## src/hdl/mrfd_pkg.sv

```systemverilog
package mrfd_pkg;

  typedef logic [5:0] node_t;

  typedef enum logic [2:0] {
    ST_UPDATED    = 3'd0,
    ST_ECHO       = 3'd1,
    ST_BAD_OPCODE = 3'd2,
    ST_BAD_NODE   = 3'd3,
    ST_READ_DONE  = 3'd4
  } status_t;

  // operation codes of an input beat
  localparam logic OP_DECODE = 1'b0;
  localparam logic OP_READ   = 1'b1;

  // configuration register indexes
  localparam logic [2:0] CFG_MOTOR_COUNT = 3'd0;
  localparam logic [2:0] CFG_NODE_ID_0   = 3'd1;

  localparam logic [5:0] NODE_MASK = 6'h3f;

  // reply opcodes, first payload byte
  localparam logic [7:0] OPC_STATUS1  = 8'h9A;
  localparam logic [7:0] OPC_MOTION   = 8'h9C;
  localparam logic [7:0] OPC_TORQUE   = 8'hA1;
  localparam logic [7:0] OPC_SPEED    = 8'hA2;
  localparam logic [7:0] OPC_POS_A3   = 8'hA3;
  localparam logic [7:0] OPC_POS_A4   = 8'hA4;
  localparam logic [7:0] OPC_POS_A5   = 8'hA5;
  localparam logic [7:0] OPC_POS_A6   = 8'hA6;
  localparam logic [7:0] OPC_PHASE    = 8'h9D;
  localparam logic [7:0] OPC_ANGLE    = 8'h94;
  localparam logic [7:0] OPC_MULTI    = 8'h92;
  localparam logic [7:0] OPC_ENCODER  = 8'h90;
  localparam logic [7:0] OPC_GAINS    = 8'h30;
  localparam logic [7:0] OPC_ACCEL    = 8'h33;

  // telemetry field codes for reads
  localparam logic [3:0] FLD_TEMP    = 4'd0;
  localparam logic [3:0] FLD_VOLT    = 4'd1;
  localparam logic [3:0] FLD_ERR     = 4'd2;
  localparam logic [3:0] FLD_TORQUE  = 4'd3;
  localparam logic [3:0] FLD_SPEED   = 4'd4;
  localparam logic [3:0] FLD_POS     = 4'd5;
  localparam logic [3:0] FLD_PHASE_A = 4'd6;
  localparam logic [3:0] FLD_PHASE_B = 4'd7;
  localparam logic [3:0] FLD_PHASE_C = 4'd8;
  localparam logic [3:0] FLD_MULTI   = 4'd9;
  localparam logic [3:0] FLD_RAW     = 4'd10;
  localparam logic [3:0] FLD_OFFSET  = 4'd11;
  localparam logic [3:0] FLD_GAINS   = 4'd12;
  localparam logic [3:0] FLD_ACCEL   = 4'd13;

  // store write strobes from the frame decoder
  typedef struct packed {
    logic status1;
    logic motion;
    logic angle;
    logic encoder;
    logic phase;
    logic multi;
    logic gains;
    logic accel;
  } wr_t;

endpackage

```

## src/hdl/mrfd_slot_match.sv

```systemverilog
module mrfd_slot_match #(
  parameter int MOTORS = 4
) (
  input  logic [MOTORS-1:0][5:0] node_ids,
  input  logic [2:0]             motor_count,
  input  mrfd_pkg::node_t        node,
  output logic                   hit,
  output logic [1:0]             slot
);
  import mrfd_pkg::*;

  // lowest matching slot wins, so scan from the top down
  always_comb begin
    hit  = 1'b0;
    slot = 2'd0;
    for (int i = MOTORS - 1; i >= 0; i--) begin
      if (motor_count > 3'(i) && node_ids[i] == node) begin
        hit  = 1'b1;
        slot = 2'(i);
      end
    end
  end

endmodule

```

## src/hdl/mrfd_frame_decode.sv

```systemverilog
module mrfd_frame_decode (
  input  logic              en,
  input  logic              hit,
  input  logic [63:0]       data,
  output mrfd_pkg::wr_t     wr,
  output mrfd_pkg::status_t status,
  output logic              fault
);
  import mrfd_pkg::*;

  logic [7:0] opc;
  logic [7:0] b1;

  assign opc = data[7:0];
  assign b1  = data[15:8];

  always_comb begin
    wr     = '0;
    status = ST_UPDATED;
    fault  = 1'b0;
    if (!hit) begin
      status = ST_BAD_NODE;
    end else begin
      case (opc)
        OPC_STATUS1: begin
          wr.status1 = 1'b1;
          fault      = data[63:56] != 8'd0;
        end
        OPC_MOTION, OPC_TORQUE, OPC_SPEED, OPC_POS_A3, OPC_POS_A4: begin
          // zero in byte 1 marks an echoed request
          if (b1 != 8'd0) wr.motion = 1'b1;
          else status = ST_ECHO;
        end
        OPC_POS_A5, OPC_POS_A6: begin
          if (b1 > 8'd1) wr.motion = 1'b1;
          else status = ST_ECHO;
        end
        OPC_PHASE: begin
          if (data[63:48] != 16'd0) wr.phase = 1'b1;
          else status = ST_ECHO;
        end
        OPC_ANGLE:   wr.angle   = 1'b1;
        OPC_MULTI:   wr.multi   = 1'b1;
        OPC_ENCODER: wr.encoder = 1'b1;
        OPC_GAINS:   wr.gains   = 1'b1;
        OPC_ACCEL:   wr.accel   = 1'b1;
        default:     status     = ST_BAD_OPCODE;
      endcase
    end
    if (!en) begin
      wr = '0;
    end
  end

endmodule

```

## src/hdl/mrfd_telemetry.sv

```systemverilog
module mrfd_telemetry #(
  parameter int MOTORS = 4
) (
  input  logic          clk,
  input  logic          rst_n,
  input  mrfd_pkg::wr_t wr,
  input  logic [1:0]    wr_slot,
  input  logic [63:0]   wr_data,
  input  logic [1:0]    rd_slot,
  input  logic [3:0]    rd_field,
  output logic [47:0]   rd_data
);
  import mrfd_pkg::*;

  logic [7:0]  temp_r   [MOTORS];
  logic [15:0] volt_r   [MOTORS];
  logic [7:0]  err_r    [MOTORS];
  logic [15:0] torque_r [MOTORS];
  logic [15:0] speed_r  [MOTORS];
  logic [15:0] pos_r    [MOTORS];
  logic [47:0] phase_r  [MOTORS];
  logic [55:0] multi_r  [MOTORS];
  logic [31:0] enc_r    [MOTORS];
  logic [47:0] gains_r  [MOTORS];
  logic [31:0] accel_r  [MOTORS];

  always_ff @(posedge clk) begin
    for (int i = 0; i < MOTORS; i++) begin
      if (!rst_n) begin
        temp_r[i]   <= '0;
        volt_r[i]   <= '0;
        err_r[i]    <= '0;
        torque_r[i] <= '0;
        speed_r[i]  <= '0;
        pos_r[i]    <= '0;
        phase_r[i]  <= '0;
        multi_r[i]  <= '0;
        enc_r[i]    <= '0;
        gains_r[i]  <= '0;
        accel_r[i]  <= '0;
      end else if (wr_slot == 2'(i)) begin
        if (wr.status1) begin
          temp_r[i] <= wr_data[15:8];
          volt_r[i] <= wr_data[39:24];
          err_r[i]  <= wr_data[63:56];
        end
        if (wr.motion) begin
          temp_r[i]   <= wr_data[15:8];
          torque_r[i] <= wr_data[31:16];
          speed_r[i]  <= wr_data[47:32];
          pos_r[i]    <= wr_data[63:48];
        end
        if (wr.angle) pos_r[i] <= wr_data[63:48];
        if (wr.encoder) begin
          pos_r[i] <= wr_data[31:16];
          enc_r[i] <= wr_data[63:32];
        end
        if (wr.phase) phase_r[i] <= wr_data[63:16];
        if (wr.multi) multi_r[i] <= wr_data[63:8];
        if (wr.gains) gains_r[i] <= wr_data[63:16];
        if (wr.accel) accel_r[i] <= wr_data[63:32];
      end
    end
  end

  // slots at or above MOTORS never match and read as zero
  always_comb begin
    rd_data = '0;
    for (int i = 0; i < MOTORS; i++) begin
      if (rd_slot == 2'(i)) begin
        case (rd_field)
          FLD_TEMP:    rd_data = 48'(temp_r[i]);
          FLD_VOLT:    rd_data = 48'(volt_r[i]);
          FLD_ERR:     rd_data = 48'(err_r[i]);
          FLD_TORQUE:  rd_data = 48'(torque_r[i]);
          FLD_SPEED:   rd_data = 48'(speed_r[i]);
          FLD_POS:     rd_data = 48'(pos_r[i]);
          FLD_PHASE_A: rd_data = 48'(phase_r[i][15:0]);
          FLD_PHASE_B: rd_data = 48'(phase_r[i][31:16]);
          FLD_PHASE_C: rd_data = 48'(phase_r[i][47:32]);
          FLD_MULTI:   rd_data = multi_r[i][47:0];
          FLD_RAW:     rd_data = 48'(enc_r[i][15:0]);
          FLD_OFFSET:  rd_data = 48'(enc_r[i][31:16]);
          FLD_GAINS:   rd_data = gains_r[i];
          FLD_ACCEL:   rd_data = 48'(accel_r[i]);
          default:     rd_data = '0;
        endcase
      end
    end
  end

endmodule

```

## src/hdl/motor_reply_frame_decoder.sv

```systemverilog
// channel  | handshake                | payload
// ---------+--------------------------+---------------------------------------------
// input    | start, busy (held low)   | in_operation, in_frame_id, in_frame_data,
//          |                          | in_slot_select, in_field_select
// result   | out_valid, one cycle     | out_node_number, out_status, out_slot_hit,
//          |                          | out_read_data, out_fault_flag
// config   | cfg_we                   | cfg_index, cfg_data
//
// one beat per clock; the result register loads at the edge after the accepting edge,
// so the result is on the ports during the next cycle:
// input register, then slot compare, opcode decode and field mux into the result
// register, with the telemetry store written at that same edge.
// a beat sees every store write of the beat before it.
// rst_n is synchronous; it clears the node table, the telemetry store and valids.
// no stalls: busy stays low and out_valid lasts exactly one cycle.
module motor_reply_frame_decoder #(
  parameter int MOTORS = 4
) (
  input  logic        clk,
  input  logic        rst_n,
  input  logic        start,
  output logic        busy,
  input  logic        in_operation,
  input  logic [10:0] in_frame_id,
  input  logic [63:0] in_frame_data,
  input  logic [1:0]  in_slot_select,
  input  logic [3:0]  in_field_select,
  output logic        out_valid,
  output logic [5:0]  out_node_number,
  output logic [2:0]  out_status,
  output logic [1:0]  out_slot_hit,
  output logic [47:0] out_read_data,
  output logic        out_fault_flag,
  input  logic        cfg_we,
  input  logic [2:0]  cfg_index,
  input  logic [5:0]  cfg_data
);
  import mrfd_pkg::*;

  logic [2:0]             motor_count_r;
  logic [MOTORS-1:0][5:0] node_ids_r;

  logic        item_valid_r;
  logic        op_r;
  node_t       node_r;
  logic [63:0] data_r;
  logic [1:0]  sel_slot_r;
  logic [3:0]  sel_field_r;

  logic        hit;
  logic [1:0]  match_slot;
  logic        store_en;
  wr_t         wr;
  status_t     dec_status;
  logic        dec_fault;
  logic [47:0] rd_data;

  logic        out_valid_r,  out_valid_nxt;
  node_t       out_node_r,   out_node_nxt;
  status_t     out_status_r, out_status_nxt;
  logic [1:0]  out_slot_r,   out_slot_nxt;
  logic [47:0] out_data_r,   out_data_nxt;
  logic        out_fault_r,  out_fault_nxt;

  assign busy = 1'b0;

  always_ff @(posedge clk) begin
    if (!rst_n) begin
      motor_count_r <= '0;
      node_ids_r    <= '0;
    end else if (cfg_we) begin
      if (cfg_index == CFG_MOTOR_COUNT) motor_count_r <= cfg_data[2:0];
      for (int i = 0; i < MOTORS; i++) begin
        if (cfg_index == CFG_NODE_ID_0 + 3'(i)) node_ids_r[i] <= cfg_data & NODE_MASK;
      end
    end
  end

  always_ff @(posedge clk) begin
    if (!rst_n) begin
      item_valid_r <= 1'b0;
    end else begin
      item_valid_r <= start && !busy;
    end
  end

  always_ff @(posedge clk) begin
    if (start && !busy) begin
      op_r        <= in_operation;
      node_r      <= in_frame_id[5:0];
      data_r      <= in_frame_data;
      sel_slot_r  <= in_slot_select;
      sel_field_r <= in_field_select;
    end
  end

  mrfd_slot_match #(.MOTORS(MOTORS)) u_match (
    .node_ids    (node_ids_r),
    .motor_count (motor_count_r),
    .node        (node_r),
    .hit         (hit),
    .slot        (match_slot)
  );

  assign store_en = item_valid_r && op_r == OP_DECODE;

  mrfd_frame_decode u_decode (
    .en     (store_en),
    .hit    (hit),
    .data   (data_r),
    .wr     (wr),
    .status (dec_status),
    .fault  (dec_fault)
  );

  mrfd_telemetry #(.MOTORS(MOTORS)) u_store (
    .clk      (clk),
    .rst_n    (rst_n),
    .wr       (wr),
    .wr_slot  (match_slot),
    .wr_data  (data_r),
    .rd_slot  (sel_slot_r),
    .rd_field (sel_field_r),
    .rd_data  (rd_data)
  );

  always_comb begin
    out_valid_nxt = item_valid_r;
    if (op_r == OP_READ) begin
      out_node_nxt   = '0;
      out_status_nxt = ST_READ_DONE;
      out_slot_nxt   = sel_slot_r;
      out_data_nxt   = rd_data;
      out_fault_nxt  = 1'b0;
    end else begin
      out_node_nxt   = node_r;
      out_status_nxt = dec_status;
      out_slot_nxt   = hit ? match_slot : 2'd0;
      out_data_nxt   = '0;
      out_fault_nxt  = dec_fault;
    end
  end

  always_ff @(posedge clk) begin
    if (!rst_n) begin
      out_valid_r <= 1'b0;
    end else begin
      out_valid_r <= out_valid_nxt;
    end
  end

  always_ff @(posedge clk) begin
    out_node_r   <= out_node_nxt;
    out_status_r <= out_status_nxt;
    out_slot_r   <= out_slot_nxt;
    out_data_r   <= out_data_nxt;
    out_fault_r  <= out_fault_nxt;
  end

  assign out_valid       = out_valid_r;
  assign out_node_number = out_node_r;
  assign out_status      = out_status_r;
  assign out_slot_hit    = out_slot_r;
  assign out_read_data   = out_data_r;
  assign out_fault_flag  = out_fault_r;

  a_result_follows: assert property (@(posedge clk) disable iff (!rst_n)
    start |=> ##1 out_valid)
    else $error("accepted beat produced no result");

  a_no_store_on_miss: assert property (@(posedge clk) disable iff (!rst_n)
    (store_en && !hit) |-> wr == '0)
    else $error("store written for an unknown node");

  a_fault_only_updated: assert property (@(posedge clk) disable iff (!rst_n)
    (out_valid && out_fault_flag) |-> out_status == ST_UPDATED)
    else $error("fault flag on a result that stored nothing");

  a_decode_no_data: assert property (@(posedge clk) disable iff (!rst_n)
    (out_valid && out_status != ST_READ_DONE) |-> out_read_data == '0)
    else $error("decode result carries read data");

endmodule

```

## config.mk

```make
export PLATFORM = sky130hd
export DESIGN_NAME = motor_reply_frame_decoder
export DESIGN_NICKNAME = d
export VERILOG_FILES = /design/src/hdl/mrfd_pkg.sv /design/src/hdl/mrfd_slot_match.sv /design/src/hdl/mrfd_frame_decode.sv /design/src/hdl/mrfd_telemetry.sv /design/src/hdl/motor_reply_frame_decoder.sv
export SDC_FILE = /design/constraint.sdc
export NUM_CORES = 2
export LEC_CHECK = 0
export ABC_AREA = 1
export BUFFER_PORTS_ARGS = -buffer_cell sky130_fd_sc_hd__buf_2
export CAP_MARGIN = 15
export CORE_ASPECT_RATIO = 1.4
export CORE_MARGIN = 10
export CORE_UTILIZATION = 40
export DETAILED_ROUTE_END_ITERATION = 16
export HOLD_SLACK_MARGIN = 0.12
export PLACE_DENSITY_LB_ADDON = 0.12
export SYNTH_ARGS = -nofsm -noshare
export SYNTH_HDL_FRONTEND = slang
export SYNTH_SLANG_ARGS = --single-unit
```

## constraint.sdc

```tcl
create_clock -name clk -period 6.27 [get_ports clk]
set_clock_uncertainty 0.05 [all_clocks]
set_input_delay 1.5675 -clock clk [delete_from_list [all_inputs] [get_ports clk]]
set_output_delay 1.5675 -clock clk [all_outputs]
set_load 0.01 [all_outputs]
```

### Word-level counts from Yosys, hierarchy flattened

Memories as Yosys holds them, arrays and structs flattened.
Index checks and enable logic that the tools add are counted.

| storage, ports and cells | value |
|---|---|
| output and inout port bits | 62 |
| register bits | 166 |
| RAM bits | 1184 |
| input port bits | 95 |
| memories | 11 |
| word-level logic and storage cells | 351 |

Memory list:

| memory | depth | bits a word | read ports | clocked after memory_dff | write ports | RTL line | text |
|---|---|---|---|---|---|---|---|
| u_store.multi_r | 4 | 56 | 4 | 0 | 4 | mrfd_telemetry.sv:22 | `logic [55:0] multi_r [MOTORS];` |
| u_store.gains_r | 4 | 48 | 4 | 0 | 4 | mrfd_telemetry.sv:24 | `logic [47:0] gains_r [MOTORS];` |
| u_store.phase_r | 4 | 48 | 4 | 0 | 4 | mrfd_telemetry.sv:21 | `logic [47:0] phase_r [MOTORS];` |
| u_store.accel_r | 4 | 32 | 4 | 0 | 4 | mrfd_telemetry.sv:25 | `logic [31:0] accel_r [MOTORS];` |
| u_store.enc_r | 4 | 32 | 4 | 0 | 4 | mrfd_telemetry.sv:23 | `logic [31:0] enc_r [MOTORS];` |
| u_store.pos_r | 4 | 16 | 4 | 0 | 4 | mrfd_telemetry.sv:20 | `logic [15:0] pos_r [MOTORS];` |
| 5 more memories | -- | -- | -- | -- | -- | -- |  |

| cells by class | value |
|---|---|
| mux-type cells | 197 |
| reductions and logical operators | 21 |
| equal/unequal tests | 41 |
| bitwise gates (word level) | 59 |
| magnitude comparators | 5 |

Operators with widths:

| cell | count |
|---|---|
| $pmux 48 s14 | 4 |
| $mux 48 | 12 |
| $mux 16 | 24 |
| $mux 32 | 8 |
| $mux 56 | 4 |
| $mux 1 | 122 |
| $mux 8 | 14 |
| $eq 8x8->1 const B | 12 |
| $or 1x1->1 | 56 |
| $eq 4x4->1 const B | 6 |
| $eq 6x6->1 | 4 |
| $eq 4x3->1 const B | 4 |
| $eq 8x6->1 const B | 2 |
| $reduce_bool 16->1 | 1 |
| $reduce_bool 8->1 | 2 |
| $mux 2 | 6 |
| $pmux 3 s4 | 1 |
| $reduce_and 2->1 | 5 |
| $eq 2x2->1 const B | 4 |
| $eq 4x2->1 const B | 2 |
| $gt 8x1->1 const B | 1 |
| $eq 3x2->1 const B | 2 |
| $gt 3x1->1 const B | 2 |
| $gt 3x2->1 const B | 2 |
| 15 further kinds | 23 |

### Logic depth before layout (Yosys ltp)

| logic depth | value |
|---|---|
| depth in word-level cells | 15 |
| depth in mapped cells | 17 |
| mapped depth without buffers | 15 |

### Hierarchy

A second synthesis with hierarchy kept.

| second synthesis, totals | value |
|---|---|
| cell total of the unflattened synthesis | 5660 |
| area, all modules | 56543.0 µm² |

Modules (own cells, without submodules):

| module | seq. area each (µm²) | cells an instance | instances | area an instance (µm²) |
|---|---|---|---|---|
| mrfd_telemetry | 34593.2 | 5018 | 1 | 50390.8 |
| motor_reply_frame_decoder | 4093.9 | 443 | 1 | 5228.8 |
| mrfd_slot_match | 0.0 | 103 | 1 | 493.0 |
| mrfd_frame_decode | 0.0 | 96 | 1 | 430.4 |

### Worst setup path after synthesis

Ideal clock, no wire load.

| timing | value |
|---|---|
| path kind | register to register |
| start point | register node_r[0] |
| end point | memory u_store.phase_r[0][0], enable pin |
| period minus slack after synthesis | 5.383 ns |
| setup time | 0.520 ns |
| data required time | 5.700 ns |
| stages on the path, launching flop included | 11 |
| arrival time | 4.813 ns |
| path buffers | 1 |
| slack | 0.887 ns |
| cells stage by stage | edfxtp_1 > buf_4 > xnor2_1 > nand2_1 > nor2_1 > nand2_2 > nand2_2 > nor2_2 > nor2_8 > nand3_4 > o21ai_0 |

RTL lines:

| item | RTL line | text |
|---|---|---|
| start: declaration | motor_reply_frame_decoder.sv:45 | `node_t node_r;` |
| start signal: assignment | motor_reply_frame_decoder.sv:90 | `node_r <= in_frame_id[5:0];` |
| end: declaration | mrfd_telemetry.sv:21 |  |

==> qor.tcl <==
set qor(status) {finished clean}
set qor(arr_time_crit_path_ns) 4.33
set qor(cts.sinks) 1318
set qor(syn-num-nets) 5264
set qor(antenna_violating_nets_post_route) 0
set qor(synthesis.area_per_instance_um2) 10.8
set qor(dp_hpwl_um) 128000
set qor(post_drt_via_cell_ratio) 5.82
set qor(globalRouteTotalUtil_pct) 28.6
set qor(synth_area_um2) 55600
set qor(worstMarginPinSlew_ns) 1.22
set qor(rr_endpoint) {u_store.phase_r[2][18]}
set qor(synthesis.yosys.warnings) 0
set qor(rsz_0062_raised_after_global_routing) {false}
set qor(synth-edff-count) 1229
set qor(peakVddDrop_mv) 0.278
set qor(post_cts_resized) 0
set qor(layout.nets) 5334
set qor(cts_post_setup_buffers_inserted) 0
set qor(finalSetupTns_ns) 0
set qor(synth_largest_area_cell) {sky130_fd_sc_hd__edfxtp_1}
set qor(grt_antenna_before_repair) 6
set qor(first_pass_grt_wire_length_um) 311000
set qor(worst_hold_check_slack_ns) 0.413
set qor(grt_max_degree) 128
set qor(synth_commonest_cells) {sky130_fd_sc_hd__edfxtp_1 (1229), sky130_fd_sc_hd__nor2_1 (1208), sky130_fd_sc_hd__nand2_1 (1188)}
set qor(final_cell_count_no_fill) 7141
set qor(ys_seq_elements) 1318
set qor(critical_path.startpoint) {data_r[62]}
set qor(route.detailed.drc) 0
set qor(cell_chosen_for_the_clock_root) {sky130_fd_sc_hd__clkbuf_16}
set qor(cts_hold_repair.buffers) 0
set qor(die_area_um2) 155000
set qor(detail_route.wl_per_cell_um) 31.4
set qor(die-width_um) 335
set qor(hold_class) {reg -> reg}
set qor(ys_async_sr_fraction_pct) 0
set qor(worst-r2r-cell-count) 11
set qor(timing.final.ws_setup_ns) 2.40
set qor(layout_worst_path_cycle_share_pct) 61.7
set qor(initialDrtViolationCount) 5178
set qor(post-place-cells) 6893
set qor(report.final.hold_viol_count) 0
set qor(globalRouteOverflowTotal) 0
set qor(area_growth_pct) 13.2
set qor(achievable-frequency_mhz) 258
set qor(clock_tree.buffer_depth) 3
set qor(worst-endpoint-required_ns) 6.73
set qor(clk_pin_slew_ns) 0.06
set qor(cellLeakagePower_nw) 24.0
set qor(timing_max_transition_violations_final) 0
set qor(h-tree-depth) 4
set qor(row_count) 161
set qor(post-synth-top-area-fraction_pct) 66.3
set qor(clock_tree_from_tritoncts) {yes}
set qor(critical_path_fanout_max) 29
set qor(setup_violations) 0
set qor(first_pass_iters) 6
set qor(drv_cap) 0
set qor(path_class) {reg -> reg}
set qor(num_io_pins) 157
set qor(vias_in_the_first_global_route) 40500
set qor(synth.top_cells.by_area) {sky130_fd_sc_hd__edfxtp_1 (66%), sky130_fd_sc_hd__nor2_1 (8.1%), sky130_fd_sc_hd__nand2_1 (8.0%)}
set qor(die_span_in_y_um) 461
set qor(number_of_library_cell_types_mapped_by_synthesis) 46
set qor(post_synth_inst_count) 5169
set qor(p_per_area_nw_per_um2) 315
set qor(drive_above_1_share_pct) 12.5
set qor(dp_slack_ns) 1.78
set qor(finalCriticalPeriod_ns) 3.87
set qor(initial_standard_cell_utilization_of_the_core_pct) 40.4
set qor(core_region_area_um2) 138000
set qor(yosys.cell_count.top_type) {sky130_fd_sc_hd__edfxtp_1}
set qor(clk-insertion-delay-late_ns) 0.79
set qor(dr_total_vias) 41600
set qor(ys_dominant_reg_cell) {sky130_fd_sc_hd__edfxtp_1}
set qor(postRouteWirelength_um) 224000
set qor(worst_r2r_startpoint) {data_r[62]}
set qor(buffer_ports.inserted) 150
set qor(relSlewSlack_pct) 17.9
set qor(yosysSeqAreaShare_pct) 69.5
set qor(flop2flop_setup_slack_ns) 2.40
set qor(timing.critical_path.to) {u_store.phase_r[2][18]}
set qor(startpoint_type) {flop}
set qor(report.power.total_w) 0.0198
set qor(finalWeightedCongestion) 0.880
set qor(worstSetupEndpointType) {flop}
set qor(numCtsBuffers) 137
-- cell type report --
cell class | count | area (um2)
sequential | 1318 | 38700
clock inverter | 63 | 527
inverter | 187 | 704
timing repair buffer | 298 | 1990
antenna | 1 | 2.50
tap | 1793 | 2240
multi-input combinational | 3297 | 15000
clock buffer | 184 | 3810
fill | 13000 | 74800
-- critical path, stage by stage (launching register included) --
cell and delay [ns]:
sky130_fd_sc_hd__edfxtp_1 0.57, sky130_fd_sc_hd__inv_1 0.11, sky130_fd_sc_hd__buf_4 0.58, sky130_fd_sc_hd__nand4_1 0.16, sky130_fd_sc_hd__nor3_1 0.18, sky130_fd_sc_hd__buf_4 0.22
sky130_fd_sc_hd__nand2_1 0.10, sky130_fd_sc_hd__nand3_4 0.24, sky130_fd_sc_hd__nor2_1 0.08, sky130_fd_sc_hd__nand2_2 0.67, sky130_fd_sc_hd__buf_4 0.48, sky130_fd_sc_hd__nor2_1 0.10
-- cells by family after synthesis --
kind of cell | Yosys count | share of synthesized area, %
other | 1 | 0.00674
buffers and inverters | 554 | 4.19
AO/OA/AOI/OAI | 469 | 5.56
AND/OR/NAND/NOR | 2823 | 20.7
flip-flops | 1318 | 69.5
XOR/XNOR | 4 | 0.0630
-- state kept, by name (all words and copies together), names as in the netlist, 48 cells and up --
name              flops
u_store.speed_r      64
u_store.pos_r        64
out_read_data        48
u_store.gains_r     192
u_store.volt_r       64
u_store.torque_r     64
u_store.phase_r     192
u_store.enc_r       128
data_r               64
u_store.multi_r     192
u_store.accel_r     128
-- layout by cell type (no fill, tap or decap), types with 18 or more instances in the layout --
cell type / n
sky130_fd_sc_hd__nand3_2: 18
sky130_fd_sc_hd__buf_2: 148
sky130_fd_sc_hd__edfxtp_1: 1229
sky130_fd_sc_hd__o21ai_0: 73
sky130_fd_sc_hd__nor2_1: 1194
sky130_fd_sc_hd__clkbuf_16: 142
sky130_fd_sc_hd__a211oi_1: 28
sky130_fd_sc_hd__inv_2: 32
sky130_fd_sc_hd__nor2_2: 58
sky130_fd_sc_hd__nand2_2: 20
sky130_fd_sc_hd__clkinv_1: 48
sky130_fd_sc_hd__nand2_1: 1179
sky130_fd_sc_hd__a221oi_1: 67
sky130_fd_sc_hd__nand3_1: 165
sky130_fd_sc_hd__nor3_1: 46
sky130_fd_sc_hd__a22o_1: 94
sky130_fd_sc_hd__clkbuf_1: 31
sky130_fd_sc_hd__nand4_1: 105
sky130_fd_sc_hd__buf_4: 140
sky130_fd_sc_hd__a21oi_1: 160
sky130_fd_sc_hd__inv_1: 130
sky130_fd_sc_hd__dfxtp_1: 89
sky130_fd_sc_hd__o21ai_4: 18
-- how the worst min path moves through the flow --
stage / startpoint / to / slack, ns / cells past startpoint
floorplan: item_valid_r / out_valid / 0.36 / 2
global placement: node_ids_r[0] / node_ids_r[0] / 0.40 / 2
global route: node_ids_r[0] / node_ids_r[0] / 0.44 / 2
finish: node_ids_r[0] / node_ids_r[0] / 0.41 / 2
detailed placement: node_ids_r[0] / node_ids_r[0] / 0.41 / 2
CTS: node_ids_r[0] / node_ids_r[0] / 0.42 / 2
-- routing by layer --
layer	GRT usage (%)	vias up	wire, um
met5	0	-	7
met4	17.2	2	15100
met3	4.98	569	20100
met2	47.4	2456	107000
met1	34.6	20800	82100
li1	-	17800	-
-- report_power, final --
part	switching (W)	total (W)	leakage [nW]	internal [W]
combinational	0.00133	0.00162	8.50	0.000292
sequential	0.000152	0.0101	13.4	0.00993
clock	0.00355	0.00812	2.13	0.00457
-- metrics by stage --
step / cell area, um2 / utilization, %
3_5_place_dp: 58600 / 42.6
5_1_grt: 63000 / 45.7
2_1_floorplan: 55600 / -
6_report: 63000 / 45.7
3_3_place_gp: 58600 / 42.6
4_1_cts: 63000 / 45.7
Power figures use the tool's default switching activity.
